<file path="src/sv/tcphop_pkg.sv">
// Shared types and constants for the TCP header and option parser.
// No dependencies; imported by every module of the block.
`default_nettype none

package tcphop_pkg;

   // Parse phase codes
   localparam logic [2:0] PH_IDLE = 3'd0;
   localparam logic [2:0] PH_HDR  = 3'd1;
   localparam logic [2:0] PH_KIND = 3'd2;
   localparam logic [2:0] PH_LEN  = 3'd3;
   localparam logic [2:0] PH_BODY = 3'd4;
   localparam logic [2:0] PH_DONE = 3'd5;

   // Record kinds on the result channel
   localparam logic [3:0] REC_HEADER    = 4'd0;
   localparam logic [3:0] REC_END       = 4'd1;
   localparam logic [3:0] REC_NOP       = 4'd2;
   localparam logic [3:0] REC_MSS       = 4'd3;
   localparam logic [3:0] REC_WSCALE    = 4'd4;
   localparam logic [3:0] REC_SACKOK    = 4'd5;
   localparam logic [3:0] REC_SACK_WORD = 4'd6;
   localparam logic [3:0] REC_ECHO      = 4'd7;
   localparam logic [3:0] REC_ECHOREPLY = 4'd8;
   localparam logic [3:0] REC_TIMESTAMP = 4'd9;
   localparam logic [3:0] REC_UNKNOWN   = 4'd10;
   localparam logic [3:0] REC_ERROR     = 4'd11;

   // TCP option kinds
   localparam logic [7:0] OPT_MSS       = 8'd2;
   localparam logic [7:0] OPT_WSCALE    = 8'd3;
   localparam logic [7:0] OPT_SACKOK    = 8'd4;
   localparam logic [7:0] OPT_SACK      = 8'd5;
   localparam logic [7:0] OPT_ECHO      = 8'd6;
   localparam logic [7:0] OPT_ECHOREPLY = 8'd7;
   localparam logic [7:0] OPT_TIMESTAMP = 8'd8;
   localparam logic [7:0] OPT_FIRST_UNK = 8'd9;

   localparam logic [5:0] HDR_BYTES   = 6'd20;
   localparam logic [3:0] MIN_OFFSET  = 4'd5;
   localparam int         RSP_DATA_W  = 224;

   typedef struct packed {
      logic [3:0]  record_kind;
      logic [15:0] source_port;
      logic [15:0] destination_port;
      logic [31:0] sequence_number;
      logic [31:0] ack_number;
      logic [3:0]  data_offset;
      logic [7:0]  flag_bits;
      logic [15:0] window_size;
      logic [15:0] checksum_field;
      logic [15:0] urgent_pointer;
      logic [31:0] option_value_a;
      logic [31:0] option_value_b;
   } rec_type;

   // Legal option length for a given kind
   function automatic logic length_ok(input logic [7:0] kind, input logic [7:0] len);
      logic ok;
      unique case (kind)
         OPT_MSS:                  ok = (len == 8'd4);
         OPT_WSCALE:               ok = (len == 8'd3);
         OPT_SACKOK:               ok = (len == 8'd2);
         OPT_SACK:                 ok = (len >= 8'd2) && (len[1:0] == 2'b10);
         OPT_ECHO, OPT_ECHOREPLY:  ok = (len == 8'd6);
         OPT_TIMESTAMP:            ok = (len == 8'd10);
         default:                  ok = (len >= 8'd2);
      endcase
      return ok;
   endfunction

endpackage

`default_nettype wire

</file>
<file path="src/sv/tcphop_parse.sv">
// Byte-wise parse engine: header capture, option walk and record build.
// Depends on tcphop_pkg.
`default_nettype none

module tcphop_parse
   import tcphop_pkg::*;
(
   input  wire logic       clock,
   input  wire logic       reset,
   input  wire logic       beat_valid,
   input  wire logic [7:0] data_byte,
   input  wire logic       first_byte,
   output logic            rec_valid,
   output rec_type         rec
);

   logic [2:0]   phase_ff, phase_in;
   logic [5:0]   bp_ff, bp_in;
   logic [5:0]   end_ff, end_in;
   logic [7:0]   kind_ff, kind_in;
   logic [7:0]   len_ff, len_in;
   logic [7:0]   idx_ff, idx_in;
   logic [159:0] hdr_ff, hdr_in;
   logic [31:0]  acc_ff, acc_in;
   logic [31:0]  hold_ff, hold_in;

   logic [2:0]   cur_phase;
   logic [5:0]   cur_bp, bp_inc;
   logic [159:0] hdr_shift;
   logic [31:0]  acc_shift;
   logic [7:0]   idx_inc, len_minus;
   logic [8:0]   reach;
   logic [3:0]   off;
   logic [5:0]   new_end;

   // Next state and record for one beat
   always_comb begin
      phase_in = phase_ff;
      bp_in    = bp_ff;
      end_in   = end_ff;
      kind_in  = kind_ff;
      len_in   = len_ff;
      idx_in   = idx_ff;
      hdr_in   = hdr_ff;
      acc_in   = acc_ff;
      hold_in  = hold_ff;
      rec_valid = 1'b0;
      rec       = '0;

      // a first byte restarts the parse
      cur_phase = first_byte ? PH_HDR : phase_ff;
      cur_bp    = first_byte ? 6'd0 : bp_ff;
      bp_inc    = cur_bp + 6'd1;
      hdr_shift = {hdr_ff[151:0], data_byte};
      acc_shift = {acc_ff[23:0], data_byte};
      idx_inc   = idx_ff + 8'd1;
      len_minus = len_ff - 8'd2;
      reach     = {3'b000, cur_bp} - 9'd1 + {1'b0, data_byte};
      off       = hdr_shift[63:60];
      new_end   = {off, 2'b00};

      if (first_byte) begin
         phase_in = PH_HDR;
         end_in   = '0;
         kind_in  = '0;
         len_in   = '0;
         idx_in   = '0;
      end

      unique case (cur_phase)
         PH_HDR: begin
            hdr_in = hdr_shift;
            bp_in  = bp_inc;
            if (bp_inc == HDR_BYTES) begin
               rec_valid = 1'b1;
               if (off < MIN_OFFSET) begin
                  rec.record_kind = REC_ERROR;
                  phase_in = PH_DONE;
               end else begin
                  end_in = new_end;
                  rec.record_kind      = REC_HEADER;
                  rec.source_port      = hdr_shift[159:144];
                  rec.destination_port = hdr_shift[143:128];
                  rec.sequence_number  = hdr_shift[127:96];
                  rec.ack_number       = hdr_shift[95:64];
                  rec.data_offset      = off;
                  rec.flag_bits        = hdr_shift[55:48];
                  rec.window_size      = hdr_shift[47:32];
                  rec.checksum_field   = hdr_shift[31:16];
                  rec.urgent_pointer   = hdr_shift[15:0];
                  phase_in = (bp_inc >= new_end) ? PH_DONE : PH_KIND;
               end
            end
         end

         PH_KIND: begin
            bp_in = bp_inc;
            if (data_byte <= 8'd1) begin
               // end of list or no-op: single-byte options
               rec_valid = 1'b1;
               rec.record_kind = data_byte[3:0] + 4'd1;
               phase_in = (bp_inc >= end_ff) ? PH_DONE : PH_KIND;
            end else if (bp_inc >= end_ff) begin
               rec_valid = 1'b1;
               rec.record_kind = REC_ERROR;
               phase_in = PH_DONE;
            end else begin
               kind_in  = data_byte;
               phase_in = PH_LEN;
            end
         end

         PH_LEN: begin
            if (!length_ok(kind_ff, data_byte) || (cur_bp == 6'd0) ||
                (reach > {3'b000, end_ff})) begin
               rec_valid = 1'b1;
               rec.record_kind = REC_ERROR;
               phase_in = PH_DONE;
            end else begin
               bp_in  = bp_inc;
               len_in = data_byte;
               idx_in = '0;
               acc_in = '0;
               if (kind_ff >= OPT_FIRST_UNK) begin
                  rec_valid = 1'b1;
                  rec.record_kind    = REC_UNKNOWN;
                  rec.option_value_a = {24'd0, kind_ff};
                  rec.option_value_b = {24'd0, data_byte};
               end
               if (data_byte == 8'd2) begin
                  phase_in = (bp_inc >= end_ff) ? PH_DONE : PH_KIND;
                  if (kind_ff == OPT_SACKOK) begin
                     rec_valid = 1'b1;
                     rec.record_kind = REC_SACKOK;
                  end
               end else begin
                  phase_in = PH_BODY;
               end
            end
         end

         PH_BODY: begin
            bp_in  = bp_inc;
            acc_in = acc_shift;
            idx_in = idx_inc;
            unique case (kind_ff)
               OPT_MSS: begin
                  if (idx_inc == 8'd2) begin
                     rec_valid = 1'b1;
                     rec.record_kind    = REC_MSS;
                     rec.option_value_a = {16'd0, acc_shift[15:0]};
                  end
               end
               OPT_WSCALE: begin
                  if (idx_inc == 8'd1) begin
                     rec_valid = 1'b1;
                     rec.record_kind    = REC_WSCALE;
                     rec.option_value_a = {24'd0, data_byte};
                  end
               end
               OPT_SACK: begin
                  if (idx_inc[1:0] == 2'b00) begin
                     rec_valid = 1'b1;
                     rec.record_kind    = REC_SACK_WORD;
                     rec.option_value_a = acc_shift;
                  end
               end
               OPT_ECHO, OPT_ECHOREPLY: begin
                  if (idx_inc == 8'd4) begin
                     rec_valid = 1'b1;
                     rec.record_kind    = (kind_ff == OPT_ECHO) ? REC_ECHO : REC_ECHOREPLY;
                     rec.option_value_a = acc_shift;
                  end
               end
               OPT_TIMESTAMP: begin
                  if (idx_inc == 8'd4) hold_in = acc_shift;
                  if (idx_inc == 8'd8) begin
                     rec_valid = 1'b1;
                     rec.record_kind    = REC_TIMESTAMP;
                     rec.option_value_a = hold_ff;
                     rec.option_value_b = acc_shift;
                  end
               end
               default: ;
            endcase
            if ((len_ff < 8'd2) || (idx_inc >= len_minus))
               phase_in = (bp_inc >= end_ff) ? PH_DONE : PH_KIND;
         end

         default: ;  // idle, done and unused codes ignore the byte
      endcase

      if (!beat_valid) rec_valid = 1'b0;
   end

   // Control state
   always_ff @(posedge clock) begin
      if (reset) begin
         phase_ff <= PH_IDLE;
         bp_ff    <= '0;
         end_ff   <= '0;
         kind_ff  <= '0;
         len_ff   <= '0;
         idx_ff   <= '0;
      end else if (beat_valid) begin
         phase_ff <= phase_in;
         bp_ff    <= bp_in;
         end_ff   <= end_in;
         kind_ff  <= kind_in;
         len_ff   <= len_in;
         idx_ff   <= idx_in;
      end
   end

   // Header and option data
   always_ff @(posedge clock) begin
      if (beat_valid) begin
         hdr_ff  <= hdr_in;
         acc_ff  <= acc_in;
         hold_ff <= hold_in;
      end
   end

endmodule

`default_nettype wire

</file>
<file path="src/sv/tcphop_out.sv">
// Result register: holds one record until the receiver takes it.
// Depends on tcphop_pkg.
`default_nettype none

module tcphop_out
   import tcphop_pkg::*;
(
   input  wire logic                  clock,
   input  wire logic                  reset,
   input  wire logic                  load,
   input  wire logic                  rec_valid,
   input  rec_type                    rec,
   output logic                       can_load,
   output logic                       rsp_tvalid,
   input  wire logic                  rsp_tready,
   output logic [RSP_DATA_W-1:0]      rsp_tdata,
   output logic [3:0]                 rsp_tuser
);

   logic    valid_ff, valid_in;
   rec_type rec_ff;

   // a new beat may enter when the slot is empty or drains this cycle
   assign can_load = !valid_ff || rsp_tready;

   always_comb begin
      if (load)            valid_in = rec_valid;
      else if (rsp_tready) valid_in = 1'b0;
      else                 valid_in = valid_ff;
   end

   always_ff @(posedge clock) begin
      if (reset) valid_ff <= 1'b0;
      else       valid_ff <= valid_in;
   end

   always_ff @(posedge clock) begin
      if (load && rec_valid) rec_ff <= rec;
   end

   assign rsp_tvalid = valid_ff;
   assign rsp_tuser  = rec_ff.record_kind;
   assign rsp_tdata  = {4'd0,
                        rec_ff.option_value_b,
                        rec_ff.option_value_a,
                        rec_ff.urgent_pointer,
                        rec_ff.checksum_field,
                        rec_ff.window_size,
                        rec_ff.flag_bits,
                        rec_ff.data_offset,
                        rec_ff.ack_number,
                        rec_ff.sequence_number,
                        rec_ff.destination_port,
                        rec_ff.source_port};

endmodule

`default_nettype wire

</file>
<file path="src/sv/tcp_header_option_parser.sv">
// TCP header and option parser, top level.
// Takes a segment one byte per beat and returns header and option records.
// Input: req_tdata carries one segment byte, req_tuser marks byte 0 of a
//   header; any beat with req_tuser high restarts the parse.
// Output: one record per beat on rsp_; rsp_tuser is the record kind, rsp_tdata
//   the header fields (header record) and the two option values.
// A header record comes out with the 20th byte, then one record per option
//   (one per SACK word); a malformed header or option gives an error record
//   and later bytes are dropped until the next first byte. Bytes past the
//   option area produce nothing.
// Latency: a record is valid on rsp_ the cycle after the byte that caused it.
// Throughput: one byte per cycle unless stalled as below; the result register
//   lets the next byte in while a record is offered and rsp_tready is high.
// Stall: while a record waits with rsp_tready low, req_tready is low.
// Reset (synchronous, active high): parser idles until a first byte and the
//   result register empties.
// Depends on tcphop_pkg, tcphop_parse, tcphop_out.
`default_nettype none

module tcp_header_option_parser
   import tcphop_pkg::*;
(
   input  wire logic                  clock,
   input  wire logic                  reset,
   input  wire logic                  req_tvalid,
   output logic                       req_tready,
   input  wire logic [7:0]            req_tdata,   // [7:0] data_byte
   input  wire logic                  req_tuser,   // [0] first_byte
   output logic                       rsp_tvalid,
   input  wire logic                  rsp_tready,
   // [15:0] source_port, [31:16] destination_port, [63:32] sequence_number,
   // [95:64] ack_number, [99:96] data_offset, [107:100] flag_bits,
   // [123:108] window_size, [139:124] checksum_field, [155:140] urgent_pointer,
   // [187:156] option_value_a, [219:188] option_value_b, [223:220] zero
   output logic [RSP_DATA_W-1:0]      rsp_tdata,
   output logic [3:0]                 rsp_tuser    // [3:0] record_kind
);

   logic    beat;
   logic    can_load;
   logic    rec_valid;
   rec_type rec;

   assign req_tready = can_load;
   assign beat       = req_tvalid && can_load;

   tcphop_parse u_parse (
      .clock      (clock),
      .reset      (reset),
      .beat_valid (beat),
      .data_byte  (req_tdata),
      .first_byte (req_tuser),
      .rec_valid  (rec_valid),
      .rec        (rec)
   );

   tcphop_out u_out (
      .clock      (clock),
      .reset      (reset),
      .load       (beat),
      .rec_valid  (rec_valid),
      .rec        (rec),
      .can_load   (can_load),
      .rsp_tvalid (rsp_tvalid),
      .rsp_tready (rsp_tready),
      .rsp_tdata  (rsp_tdata),
      .rsp_tuser  (rsp_tuser)
   );

endmodule

`default_nettype wire

</file>
<file path="config.mk">
export PLATFORM = sky130hd
export DESIGN_NAME = tcp_header_option_parser
export DESIGN_NICKNAME = d
export VERILOG_FILES = /design/src/sv/tcphop_pkg.sv /design/src/sv/tcphop_parse.sv /design/src/sv/tcphop_out.sv /design/src/sv/tcp_header_option_parser.sv
export SDC_FILE = /design/constraint.sdc
export NUM_CORES = 1
export LEC_CHECK = 0
export BUFFER_PORTS_ARGS = -buffer_cell sky130_fd_sc_hd__buf_4
export CAP_MARGIN = 20
export CORE_MARGIN = 1.5
export CORE_UTILIZATION = 30
export DETAILED_ROUTE_END_ITERATION = 16
export PLACE_DENSITY = 0.55
export REMOVE_ABC_BUFFERS = 1
export SETUP_SLACK_MARGIN = 0.05
export SKIP_CTS_REPAIR_TIMING = 1
export SYNTH_ARGS = -nofsm -noshare
export SYNTH_HDL_FRONTEND = slang
export SYNTH_SLANG_ARGS = --single-unit
export TNS_END_PERCENT = 30
</file>
<file path="constraint.sdc">
create_clock -name clock -period 50 [get_ports clock]
set_input_delay 7.5 -clock clock [delete_from_list [all_inputs] [get_ports clock]]
set_output_delay 7.5 -clock clock [all_outputs]
set_load 0.1 [all_outputs]
</file>
Word level (Yosys, flattened, before mapping). Index checks and enable logic that the tools add are counted. Widths: inputs -> output; s select.

Flip-flop bits (word level): 472. Input bits: 13. Output and inout port bits: 230. Logic and storage cells: 159.

$add $sub $neg: 6. $lt $le $gt $ge: 9. Equality and inequality tests: 23. Muxes and demuxes: 76. Bitwise gates (word level): 2. Reduce and logical (&&, ||, !) cells: 21.

Operator list (count): $mux 160 (1); $pmux 32 s5 (1); $mux 156 (1); $mux 64 (2); $pmux 64 s2 (1); $mux 32 (3); $mux 8 (10); $eq 8x3->1 const B (7); $pmux 24 s2 (1); $eq 8x2->1 const B (5); $mux 4 (10); $mux 40 (1); $mux 3 (12); $mux 6 (6); $eq 8x4->1 const B (3); $mux 24 (1); $pmux 4 s5 (1); $mux 1 (16); $mux 16 (1); $pmux 4 s4 (1); $pmux 8 s2 (1); $ge 6x6->1 (2); $pmux 3 s4 (1); $pmux 6 s2 (1); 36 further kinds (48).

Logic depth before layout (Yosys ltp).
Depth in word-level cells: 11. Mapped depth: 21. Depth with buffers taken out: 18.

Modules after synthesis. Synthesis repeated with hierarchy kept, for this count alone.

Cell total of the unflattened synthesis: 1286. Area total of the unflattened synthesis: 18966.9 µm².

By module, submodules not included: tcphop_parse (instances 1, cells an instance 1051, area an instance 12140.4 µm², sequential area each 7026.7 µm²); tcphop_out (instances 1, cells an instance 234, area an instance 6820.3 µm², sequential area each 6746.5 µm²); tcp_header_option_parser (instances 1, cells an instance 1, area an instance 6.3 µm², sequential area each 0.0 µm²).

Least setup slack after synthesis. OpenSTA, ideal clock, no wires.

Kind: input -> register. Start point: input port req_tuser. End point: register u_out.rec_ff, in the netlist u_out.rsp_tdata[0], enable pin. Setup time: 942 ps. Arrival time: 22049 ps. Required time: 49058 ps. Path slack: 27008 ps. Stages: 21. Path through: clkbuf_1 clkbuf_1 nand2b_1 ha_1 nand2_1 a22oi_1 nand2_1 ha_1 and3_1 a221o_1 or2_2 xor2_1 ha_1 nand2_1 o22a_1 o31a_1 a211oi_1 or4b_1 clkbuf_1 nand2_1 a31oi_1.

Word-level cells in the longest chain between the ends: 9. Elaborated cells on any way between the ends: 22. Those cells by class: add/sub (3); order compare (2); eq/ne (5); mux (8); reduce/logical (4).

RTL lines: from (decl) (RTL line tcp_header_option_parser.sv:28) `input wire logic req_tuser,`; $mux 6 (RTL line tcphop_parse.sv:52) `cur_bp = first_byte ? 6'd0 : bp_ff;`; $sub 6x1->7 (RTL line tcphop_parse.sv:58) `reach = {3'b000, cur_bp} - 9'd1 + {1'b0, data_byte};`; $add 9x8->9 (RTL line tcphop_parse.sv:58); $gt 9x6->1 (RTL line tcphop_parse.sv:115) `(reach > {3'b000, end_ff})) begin`; $logic_or 1x1->1 (RTL line tcphop_parse.sv:114) `if (!length_ok(kind_ff, data_byte) || (cur_bp == 6'd0) ||`; $mux 1 (RTL line tcphop_parse.sv:114); $pmux 1 s4 (*) (RTL line tcphop_parse.sv:70) `unique case (cur_phase)`; $mux 1 (*) (RTL line tcphop_parse.sv:193) `if (!beat_valid) rec_valid = 1'b0;`; $logic_and 1x1->1 (*) (RTL line tcphop_out.sv:38) `if (load && rec_valid) rec_ff <= rec;`; to (signal assigned) (RTL line tcphop_out.sv:38); to (decl) (RTL line tcphop_out.sv:21) `rec_type rec_ff;`.

Mark *: on every way between the ends. The rest lies on a longest branch, timed or not. A chain may end at the register's enable or synchronous reset.

Worst setup path after layout.
Start point: input port rsp_tready. End point: output port req_tready.

Word-level cells in the longest chain between the ends: 1.

RTL lines: from (decl) (RTL line tcp_header_option_parser.sv:30) `input wire logic rsp_tready,`; $logic_or 1x1->1 (RTL line tcphop_out.sv:24) `assign can_load = !valid_ff || rsp_tready;`; to (decl) (RTL line tcp_header_option_parser.sv:26) `output logic req_tready,`.

No other way between the ends.

==> metrics <==
crit-path max FO 5; Max Cap Viol 0; final setup fails 0; total routed wirelength between 40 and 50 mm; Avg Synthesized Cell Area 14.5 sq um; fraction of registers with async set/reset 0%; Buffers on Ports 238; TritonCTS clock tree yes; power per cell area 37.9 nW/um^2; clk_skew slightly below 40 ps; count of state elements after synthesis 472; CP arrival between 8000 and 9000 ps; Max Clk Rate 0.0642 GHz; setup_tns 0 ps; Post-synth EDFFs 432; Max VDD drop 0.0240 mV; max-slew violation count 0; drt wl/cell 18.3 um; Post-Syn Instances 1,313; Yosys cell types 72; clk sinks 472; Core Area 62,900 sq um; Tightest Pin Transition about 1100 ps; Initial DRT Pass Iterations 5; Synth Flop Type edfxtp_1; Post-DP Area ~22,000 sq um; via count 11.6k; largest net degree at the start of global routing around 150; post-synthesis cell area between 15,000 and 20,000 sq um; initial antenna violation count 0; clock latency on the worst-skew pair 610 ps; Remaining DRCs 0; register area share after synthesis 72.3%; WS Path Type in -> out; Vias/cell 4.72; Initial DRC Count a little over 900; Critical Path Start Type primary input; min Tclk post-route 15,580 ps; Yosys top cell area share 68.1%; fillers 6,013; YS warnings 0; Final ANT Viol Nets 0; GRT Total Usage 13.3%; unrepaired setup endpoints after global routing false; count leader, synth edfxtp_1; placed insts 2,349; Die Area 65,000 sq um; vias in the first global route 11.3k; Core Util, Final 37.4%; global-route wire length before repair 66.3 mm; die width about 250 um; status completed; H-tree Lvls 2; CTS max path bufs 3; cts bufs inserted 51; Hold/Removal Path Class reg -> reg; gpl congestion 0.843; grt ovf 0; Top-Level Pins 243; Commonest cells post-synth 432 x edfxtp_1, 169 x and2_1, 80 x nor2_1; Max-slew headroom between 20% and 30%; Rows 92; share of cells above drive strength 1 between 20% and 30%; Hold Vio Cnt, Final 0; Final Instance Count excl. Fillers 2,446; WP data required about 43,000 ps; Area Overhead vs Synth 23.5%; largest cells by area after synthesis edfxtp_1 68%, and2_1 5.6%, dfxtp_1 4.2%, ha_1 3.0%, and3_1 2.0%; Die Height 255 um; Initial Util between 30% and 40%; CP Capture Type output port; Reg clk slew, reported paths 60 ps; clk root buf clkbuf_16; biggest area consumer among synthesized cells edfxtp_1; Final nets 1,615; dpl hpwl 28.2 mm; post-route cell area roughly 24,000 sq um; final worst path period share a little under a third; Leak Pwr 8.30 nW
-- critical path: stages --
cell and delay [ps]:
buf_4 70, nand2b_1 180, buf_4 320
-- final cells by class --
type / count / area, sq um / share of cell area (%)
Clock inverter: 35 / 383 / 1.63
Antenna cell: 1 / 2.50 / 0.0106
Timing Repair Buffer: 258 / 1950 / 8.29
Inverter: 31 / 116 / 0.495
Tap cell: 846 / 1060 / 4.50
Clock buffer: 61 / 1310 / 5.59
Multi-Input combinational cell: 742 / 4920 / 20.9
Sequential cell: 472 / 13800 / 58.6
-- final timing paths --
check,start,endpoint,slack (ps),cells after the start
worst min register to register,u_parse.hdr_ff[135]$_DFFE_PP_,u_parse.hdr_ff[143]$_DFFE_PP_,410,0
worst min-delay path,u_parse.hdr_ff[135]$_DFFE_PP_,u_parse.hdr_ff[143]$_DFFE_PP_,410,0
worst max register to register,u_parse.bp_ff[0]$_SDFFE_PP0P_,u_out.rsp_tdata[31]$_SDFFCE_PP0P_,43450,20
worst max-delay path,rsp_tready,req_tready,34420,3
-- routing by layer --
layer  track usage, %  part of all wire [%]
met1             17.8                    44
met2             21.2                    47
met3             2.85                   6.1
met4             4.95                   3.0
met5                0                     0
-- through the flow --
step           hold slack [ps]  power [mW]  setup WS, ps
6_report                   412       0.892         34420
5_1_grt                    424       0.925         34380
4_1_cts                    411       0.906         34420
3_5_place_dp               409       0.525         34420
3_3_place_gp               401       0.523         34440
2_1_floorplan              400       0.506         27630
-- kinds of logic after synthesis --
kind of cell    after synthesis  synth area share, %
flops                       472                 72.3
simple gates                465                 13.6
compound gates              197                 7.49
buf+inv                     102                 2.10
fa+ha+maj                    46                 3.06
xor+xnor                     29                 1.33
other cells                   1               0.0197
mux                           1               0.0526
-- power breakdown --
group          total, mW  switching, mW  leakage [nW]  internal, mW
Sequential         0.446        0.00530          4.11         0.441
Combinational     0.0693         0.0536          3.36        0.0157
Clock              0.376          0.160         0.832         0.217
Total              0.892          0.219          8.30         0.673
-- cell usage in the layout, fill, tap and decap left out, types with 6 or more instances in the layout --
cell type	Yosys	routed
a31oi_1	7	6
nand4_1	11	11
dfxtp_1	40	40
and2_1	169	169
edfxtp_1	432	432
nor3b_1	8	8
and3_1	61	61
nand3_1	36	36
clkinv_1	0	6
clkbuf_1	60	10
a21oi_1	26	26
a21o_1	10	10
ha_1	45	45
o311ai_0	7	7
clkinv_2	0	13
inv_1	31	31
o21ai_0	24	24
clkbuf_16	0	51
a211oi_1	11	11
buf_4	4	257
xor2_1	15	15
nor2b_1	7	6
nor3_1	23	22
nand2_1	36	36
xnor2_1	14	14
nor2_1	80	78
o2bb2ai_1	9	9
nand2b_1	9	9
a22oi_1	44	44
-- flip-flops by register name, indices dropped and copies added (netlist names) --
name,cells
u_parse.phase_ff,3
u_parse.idx_ff,8
u_out.rsp_tvalid,1
u_out.rsp_tuser,4
u_parse.kind_ff,8
u_parse.end_ff,6
u_parse.len_ff,8
u_out.rsp_tdata,220
u_parse.hdr_ff,152
u_parse.bp_ff,6
u_parse.acc_ff,24
u_parse.hold_ff,32
Power figures use the tool's default switching activity.
